<file path="config.mk">
export PLATFORM = sky130hd
export DESIGN_NAME = mpeg_audio_header_probe_core
export DESIGN_NICKNAME = d
export VERILOG_FILES = /design/src/rtl/core/mahp_pkg.sv /design/src/rtl/core/mpeg_audio_header_probe_core.sv
export SDC_FILE = /design/constraint.sdc
export NUM_CORES = 1
export LEC_CHECK = 0
export ABC_AREA = 1
export ABC_CLOCK_PERIOD_IN_PS = 4610
export BUFFER_PORTS_ARGS = -buffer_cell sky130_fd_sc_hd__buf_4
export CAP_MARGIN = 0
export CORE_UTILIZATION = 38
export DETAILED_ROUTE_END_ITERATION = 7
export GPL_ROUTABILITY_DRIVEN = 0
export GPL_TIMING_DRIVEN = 0
export PLACE_DENSITY = 0.61
export SYNTH_ARGS = -nofsm -noshare
export SYNTH_HDL_FRONTEND = slang
export SYNTH_SLANG_ARGS = --single-unit
</file>
<file path="constraint.sdc">
create_clock -name i_clk -period 4.61 [get_ports i_clk]
set_clock_uncertainty 0.2 [all_clocks]
set_input_delay 0.461 -clock i_clk [delete_from_list [all_inputs] [get_ports i_clk]]
set_output_delay 0.461 -clock i_clk [all_outputs]
set_load 0.1 [all_outputs]
</file>
<file path="src/rtl/core/mahp_pkg.sv">
`timescale 1ns / 1ps

package mahp_pkg;

    localparam int unsigned IN_TDATA_W  = 8;
    localparam int unsigned OUT_TDATA_W = 40;
    localparam int unsigned SKIP_W      = 28;

    localparam logic [7:0]  SYNC_BYTE  = 8'hFF;
    localparam logic [15:0] ID3_PREFIX = 16'h4944;
    localparam logic [7:0]  ID3_LAST   = 8'h33;

    // Decoded version codes
    localparam logic [1:0] VER_MPEG1  = 2'd0;
    localparam logic [1:0] VER_MPEG2  = 2'd1;
    localparam logic [1:0] VER_MPEG25 = 2'd2;

    // Raw version bits of header byte two
    localparam logic [1:0] VBITS_25   = 2'd0;
    localparam logic [1:0] VBITS_RSVD = 2'd1;
    localparam logic [1:0] VBITS_2    = 2'd2;
    localparam logic [1:0] VBITS_1    = 2'd3;

    localparam logic [1:0] LAYER_1    = 2'd0;
    localparam logic [1:0] LAYER_2    = 2'd1;
    localparam logic [1:0] LAYER_3    = 2'd2;
    localparam logic [1:0] LAYER_RSVD = 2'd3;

    localparam logic [1:0] SRI_RSVD   = 2'd3;
    localparam logic [1:0] MODE_MONO  = 2'd3;

    typedef enum logic [3:0] {
        PH_IDLE,
        PH_PREFIX,
        PH_SKIP3,
        PH_SIZE,
        PH_BODY,
        PH_HUNT,
        PH_HDR2,
        PH_HDR3,
        PH_HDR4,
        PH_DONE
    } t_phase;

    typedef struct packed {
        logic [10:0] frame_samples;
        logic [1:0]  channels;
        logic [15:0] sample_rate;
        logic [1:0]  layer_index;
        logic [1:0]  mpeg_version;
    } t_result;

    function automatic logic [1:0] f_version(input logic [1:0] vbits);
        logic [1:0] v;
        unique case (vbits)
            VBITS_25: v = VER_MPEG25;
            VBITS_2:  v = VER_MPEG2;
            VBITS_1:  v = VER_MPEG1;
            default:  v = VER_MPEG1;
        endcase
        return v;
    endfunction

    function automatic logic [15:0] f_base_rate(input logic [1:0] sri);
        logic [15:0] r;
        unique case (sri)
            2'd0:     r = 16'd44100;
            2'd1:     r = 16'd48000;
            2'd2:     r = 16'd32000;
            SRI_RSVD: r = 16'd0;
        endcase
        return r;
    endfunction

    // Version 1 halves the MPEG1 rate, version 2 quarters it
    function automatic logic [15:0] f_rate(input logic [1:0] ver, input logic [1:0] sri);
        logic [15:0] base;
        logic [15:0] r;
        base = f_base_rate(sri);
        unique case (ver)
            VER_MPEG1:  r = base;
            VER_MPEG2:  r = base >> 1;
            VER_MPEG25: r = base >> 2;
            default:    r = 16'd0;
        endcase
        return r;
    endfunction

    function automatic logic [10:0] f_spf(input logic [1:0] ver, input logic [1:0] lay);
        logic [10:0] s;
        unique case (lay)
            LAYER_1: s = 11'd384;
            LAYER_2: s = 11'd1152;
            LAYER_3: s = (ver == VER_MPEG1) ? 11'd1152 : 11'd576;
            default: s = 11'd0;
        endcase
        return s;
    endfunction

endpackage

</file>
<file path="src/rtl/core/mpeg_audio_header_probe_core.sv">
`timescale 1ns / 1ps

// Channel  Dir  tdata (low bit up)                                tuser
// s_axis   in   [7:0] data_byte                                   start_req
// m_axis   out  [1:0] version [3:2] layer [19:4] rate             valid_res
//               [21:20] channels [32:22] frame_samples
//
// One byte per cycle while no result is stalled: an input register feeds the
// parser, whose result goes to an output register. A result becomes valid once
// its last byte has passed the input register and the parser into the output register.
// Synchronous active-low reset returns to waiting for a start beat.
// A stalled result holds the parser; the input register still takes one beat.

module mpeg_audio_header_probe_core (
    input  logic                                  i_clk,
    input  logic                                  i_rst_n,
    input  logic                                  s_axis_tvalid,
    output logic                                  s_axis_tready,
    input  logic [mahp_pkg::IN_TDATA_W-1:0]       s_axis_tdata,  // [7:0] data_byte
    input  logic                                  s_axis_tuser,  // start_req
    output logic                                  m_axis_tvalid,
    input  logic                                  m_axis_tready,
    output logic [mahp_pkg::OUT_TDATA_W-1:0]      m_axis_tdata,  // version, layer, rate,
                                                                 // channels, frame_samples
    output logic                                  m_axis_tuser   // valid_res
);

    import mahp_pkg::*;

    logic                    r_in_valid;
    logic [7:0]              r_in_byte;
    logic                    r_in_start;

    t_phase                  r_phase, n_phase;
    logic [2:0]              r_pos, n_pos;
    logic [SKIP_W-1:0]       r_skip, n_skip;
    logic [15:0]             r_prefix, n_prefix;
    logic [7:0]              r_hdr2, n_hdr2;
    logic [7:0]              r_hdr3, n_hdr3;

    logic                    r_out_valid;
    t_result                 r_res;
    logic                    r_res_ok;

    logic                    w_proc;
    logic                    w_emit;
    logic [1:0]              w_vbits;
    logic [1:0]              w_ver;
    logic [1:0]              w_lay;
    logic [15:0]             w_rate;
    t_result                 w_res;

    assign w_proc        = r_in_valid && (!r_out_valid || m_axis_tready);
    assign s_axis_tready = !r_in_valid || w_proc;

    always_ff @(posedge i_clk) begin
        if (!i_rst_n) begin
            r_in_valid <= 1'b0;
        end else if (s_axis_tready) begin
            r_in_valid <= s_axis_tvalid;
        end
        if (s_axis_tready) begin
            r_in_byte  <= s_axis_tdata;
            r_in_start <= s_axis_tuser;
        end
    end

    // Header decode from the two stored bytes and the current (fourth) byte
    always_comb begin
        w_vbits                 = r_hdr2[4:3];
        w_ver                   = f_version(w_vbits);
        w_lay                   = 2'd3 - r_hdr2[2:1];
        w_rate                  = (w_vbits == VBITS_RSVD) ? 16'd0
                                                          : f_rate(w_ver, r_hdr3[3:2]);
        w_res.mpeg_version      = w_ver;
        w_res.layer_index       = w_lay;
        w_res.sample_rate       = w_rate;
        w_res.channels          = (r_in_byte[7:6] == MODE_MONO) ? 2'd1 : 2'd2;
        w_res.frame_samples     = f_spf(w_ver, w_lay);
    end

    always_comb begin
        n_phase  = r_phase;
        n_pos    = r_pos;
        n_skip   = r_skip;
        n_prefix = r_prefix;
        n_hdr2   = r_hdr2;
        n_hdr3   = r_hdr3;
        w_emit   = 1'b0;
        if (r_in_start) begin
            n_phase  = PH_PREFIX;
            n_prefix = {8'h00, r_in_byte};
            n_pos    = 3'd1;
            n_skip   = '0;
        end else begin
            unique case (r_phase)
                PH_PREFIX: begin
                    if (r_pos == 3'd1) begin
                        n_prefix = {r_prefix[7:0], r_in_byte};
                        n_pos    = 3'd2;
                    end else begin
                        n_pos = 3'd0;
                        if (r_prefix == ID3_PREFIX && r_in_byte == ID3_LAST) begin
                            n_phase = PH_SKIP3;
                        end else begin
                            // replay the three prefix bytes through the sync hunt
                            priority if (r_prefix[15:8] == SYNC_BYTE) begin
                                n_hdr2  = r_prefix[7:0];
                                n_hdr3  = r_in_byte;
                                n_phase = PH_HDR4;
                            end else if (r_prefix[7:0] == SYNC_BYTE) begin
                                n_hdr2  = r_in_byte;
                                n_phase = PH_HDR3;
                            end else if (r_in_byte == SYNC_BYTE) begin
                                n_phase = PH_HDR2;
                            end else begin
                                n_phase = PH_HUNT;
                            end
                        end
                    end
                end
                PH_SKIP3: begin
                    n_pos = r_pos + 3'd1;
                    if (n_pos >= 3'd3) begin
                        n_pos   = 3'd0;
                        n_skip  = '0;
                        n_phase = PH_SIZE;
                    end
                end
                PH_SIZE: begin
                    n_skip = {r_skip[SKIP_W-8:0], r_in_byte[6:0]};
                    n_pos  = r_pos + 3'd1;
                    if (n_pos >= 3'd4) begin
                        n_pos   = 3'd0;
                        n_phase = (n_skip == '0) ? PH_HUNT : PH_BODY;
                    end
                end
                PH_BODY: begin
                    n_skip = r_skip - SKIP_W'(1);
                    if (n_skip == '0) begin
                        n_phase = PH_HUNT;
                    end
                end
                PH_HUNT: begin
                    if (r_in_byte == SYNC_BYTE) begin
                        n_phase = PH_HDR2;
                    end
                end
                PH_HDR2: begin
                    n_hdr2  = r_in_byte;
                    n_phase = PH_HDR3;
                end
                PH_HDR3: begin
                    n_hdr3  = r_in_byte;
                    n_phase = PH_HDR4;
                end
                PH_HDR4: begin
                    w_emit  = 1'b1;
                    n_phase = PH_DONE;
                end
                PH_IDLE, PH_DONE: begin
                    n_phase = r_phase;
                end
                default: begin
                    n_phase = PH_IDLE;
                end
            endcase
        end
    end

    always_ff @(posedge i_clk) begin
        if (!i_rst_n) begin
            r_phase  <= PH_IDLE;
            r_pos    <= 3'd0;
            r_skip   <= '0;
            r_prefix <= '0;
            r_hdr2   <= '0;
            r_hdr3   <= '0;
        end else if (w_proc) begin
            r_phase  <= n_phase;
            r_pos    <= n_pos;
            r_skip   <= n_skip;
            r_prefix <= n_prefix;
            r_hdr2   <= n_hdr2;
            r_hdr3   <= n_hdr3;
        end
    end

    always_ff @(posedge i_clk) begin
        if (!i_rst_n) begin
            r_out_valid <= 1'b0;
        end else if (w_proc && w_emit) begin
            r_out_valid <= 1'b1;
        end else if (m_axis_tready) begin
            r_out_valid <= 1'b0;
        end
        if (w_proc && w_emit) begin
            r_res    <= w_res;
            r_res_ok <= (w_rate != 16'd0);
        end
    end

    assign m_axis_tvalid = r_out_valid;
    assign m_axis_tuser  = r_res_ok;
    assign m_axis_tdata  = {{(OUT_TDATA_W - $bits(t_result)){1'b0}}, r_res};

    a_result_after_hdr4 : assert property (@(posedge i_clk) disable iff (!i_rst_n)
        $rose(m_axis_tvalid) |-> r_phase == PH_DONE)
        else $error("result beat without a completed header");

    a_valid_matches_rate : assert property (@(posedge i_clk) disable iff (!i_rst_n)
        m_axis_tvalid |-> (m_axis_tuser == (m_axis_tdata[19:4] != 16'd0)))
        else $error("valid_res disagrees with sample_rate");

    a_channels_range : assert property (@(posedge i_clk) disable iff (!i_rst_n)
        m_axis_tvalid |-> (m_axis_tdata[21:20] == 2'd1 || m_axis_tdata[21:20] == 2'd2))
        else $error("channel count out of range");

    a_in_hold : assert property (@(posedge i_clk) disable iff (!i_rst_n)
        (r_in_valid && !w_proc) |=> (r_in_valid && $stable(r_in_byte)))
        else $error("input register lost a stalled beat");

endmodule
</file>
==> flow_summary.yaml <==
clocking:
  clkSinkCount: 93
  post_cts_resized: 0
  cts_tree: "done"
  ctsHoldBuffers: 0
  clk_latency_ps: 360
  ctsLongestPathBuffers: 2
  post-cts-setup-buffers: 0
  cts_made_buffers: 9
  clk_pin_slew_ps: 70
  cts-root-buf: "clkbuf_16"
  htreeDepth: 3
synth:
  synth.most_common_cell: "nand2_1"
  netlist_instances: 768
  synth_warnings: 0
  yosysTopAreaCell: "dfxtp_1"
  synth.distinct_cells: 38
  synthFlopType: "dfxtp_1"
  async_flop_share_pct: 0
  synth_area_sq_um: 5356
  netlist.area_leader.share_pct: 22.05
  netlist_top_cells_count: "nand2_1 (219), inv_1 (96), nor2_1 (91), a21oi_1 (59), dfxtp_1 (59)"
  synth_edf_count: 34
  avgSynthCellArea_sq_um: 6.974
  synthTopCellsByArea: "dfxtp_1 (22%), edfxtp_1 (19%), nand2_1 (15%)"
  ys_seq_area_share_pct: 41.11
  synth-seq-cells: 93
timing:
  setup_viol: 0
  fin_tns_setup_ps: 0
  min_period_ps: 2582
  fmax_mhz: 387.4
  whs_ps: 75.37
  maxSlewViolCount: 0
  worst_slew_pin_slew_ps: 603.0
  finalHoldViolCount: 0
  slew_headroom_pct: 59.80
  rsz0062_at_grt: "false"
  period_share_pct: 56.00
critical_path:
  cp_data_arrival_time_ps: 2640
  critical_path_required_ps: 4670
  endpoint_kind: "flip-flop"
  cp_max_fo: 6
  start_kind: "flip-flop"
  crit_type: "reg -> reg"
finish:
  area_delta_synth_final_pct: 17.19
  final_nets: 856
  final.fill_count: 1422
  drive_gt1_share_pct: 12.87
  diodes: 0
  fin_cells: 1019
power_and_ir_drop:
  switchingPower_mw: 0.6356
  p_comb_share_pct: 17.9
  power.internal_mw: 1.412
  peakVddDrop_v: 0.0001890
  power_density_nw_per_um2: 326.1
  p_seq_share_pct: 43.4
  clock_power_share_pct: 38.7
  netSwitchingFraction_pct: 31.05
  leakage_nw: 2.731
floorplan:
  io_pins: 56
  start_util_pct: 38.74
  rows: 43
  core_area_sq_um: 13830
  die_area_sq_um: 14570
  dieHeight_microns: 120.7
  die-width_microns: 120.7
drt:
  drtIter0Drc: 368
  drcViolationCount: 0
  vias_per_cell: 4.904
  drtPass1Iterations: 6
  finalWirelength_microns: 13570
  vias: 4997
  routedWlPerCell_microns: 13.31
  ant_nets: 0
run:
  maxCapViolations: 0
min_path:
  min_path_type: "in -> reg"
placed_design:
  post-dp-hpwl_microns: 10500
  dp_cells: 1003
  portBuffers: 41
global_route:
  grtUsageTotal_pct: 19.40
  grt_max_degree: 20
  grt_overflow: 0
  grt_pass1_wl_microns: 22040
  grt_pass1_vias: 4424
  grt_antenna_before_repair: 0
outcome:
  outcome: "finished clean"
-- state kept, by name, summed over array words and instances, names as in the netlist, 2 cells and up --
register,count
r_phase,4
r_pos,3
r_hdr2,4
r_skip,28
r_in_byte,8
m_axis_tdata,24
r_prefix,16
r_hdr3,2
-- power groups by stage --
stage / Combinational, mW / Clock (mW) / Sequential (mW)
after floorplan: 0.276 / 0 / 0.915
after global placement: 0.361 / 0 / 0.907
after detailed placement: 0.361 / 0 / 0.906
after CTS: 0.363 / 0.807 / 0.887
after global routing: 0.403 / 0.848 / 0.891
final: 0.366 / 0.793 / 0.888
-- cells in the final DEF (no fill, tap or decap), types with 3 or more instances in the layout --
cell and instances:
nor2_4 4, buf_4 59, o221ai_1 3, ha_1 9, nand3_1 32, a31oi_1 5
nor3_1 6, edfxtp_1 34, clkbuf_16 9, nor4_1 8, nand2_1 219, o22ai_1 16
conb_1 14, o21ai_0 40, inv_1 96, nor2_2 11, clkbuf_1 11, nand4_1 13
dfxtp_1 59, inv_2 3, nor2_1 90, nand2_2 4, o211ai_1 3, buf_2 4
a21oi_1 59
-- final cells by class --
cell class | instances | area [sq um] | area share [%]
multi-input cells | 552 | 2608 | 41.54
flip-flops and latches | 93 | 2202 | 35.08
inverters | 101 | 379.1 | 6.039
repair buffers | 42 | 322.8 | 5.143
clock buffers | 9 | 225.2 | 3.588
well taps | 180 | 225.2 | 3.588
plain buffers | 35 | 219.0 | 3.488
clock inverters | 7 | 96.34 | 1.535
-- logic make-up (layout without fill, tap and decap cells) --
family                     after synthesis  after routing  synth area share (%)
buffers and inverters                  136            194                 11.17
and+or+nand+nor                        394            394                 31.58
xor gates and xnor gates                 4              4                0.6542
other                                    1             14               0.07001
AOI/OAI and AO/OA                      131            131                 13.31
adders and majority gates                9              9                 2.102
DFF                                     93             93                 41.11
-- critical path: stages, from the launching register on --
cell and delay, ps:
dfxtp_1 420, inv_1 130, ha_1 300, nand2_2 170, nor2_1 120, nand2_1 70
nand2_1 80, nor2_1 100, nand2_1 80, nor2_1 150, nand3_1 90, nor2_1 120
nand2_1 60, nand2_1 70, nand2_2 80, nand2_4 100, nand2_1 60, nand2_1 50
nor2_1 40
-- metal layers --
metal | global-route usage [%] | vias up | wire [microns]
li1 | - | 2609 | -
met4 | 7.022 | 0 | 251
met2 | 30.57 | 137 | 6119
met1 | 26.75 | 2232 | 6509
met5 | 0 | - | 0
met3 | 3.066 | 19 | 687
-- worst paths after layout --
check                                      from            to  slack [ps]  cells past startpoint
worst max-delay path                  r_skip[0]    r_phase[1]        2030                     18
worst min register to register     r_prefix[13]  r_prefix[13]         260                      2
worst max register to register        r_skip[0]    r_phase[1]        2030                     18
worst min-delay path            s_axis_tdata[6]  r_in_byte[6]          80                      1
-- metrics by stage --
stage	power, mW	setup WS, ps	utilization [%]	cell area (sq um)
2_1_floorplan	1.191	1788	-	5405
3_3_place_gp	1.268	1319	42.95	5938
3_5_place_dp	1.268	2099	43.07	5956
4_1_cts	2.058	2076	45.40	6277
5_1_grt	2.142	1763	45.40	6277
6_report	2.047	2028	45.40	6277
(Power assumes the default switching activity.)
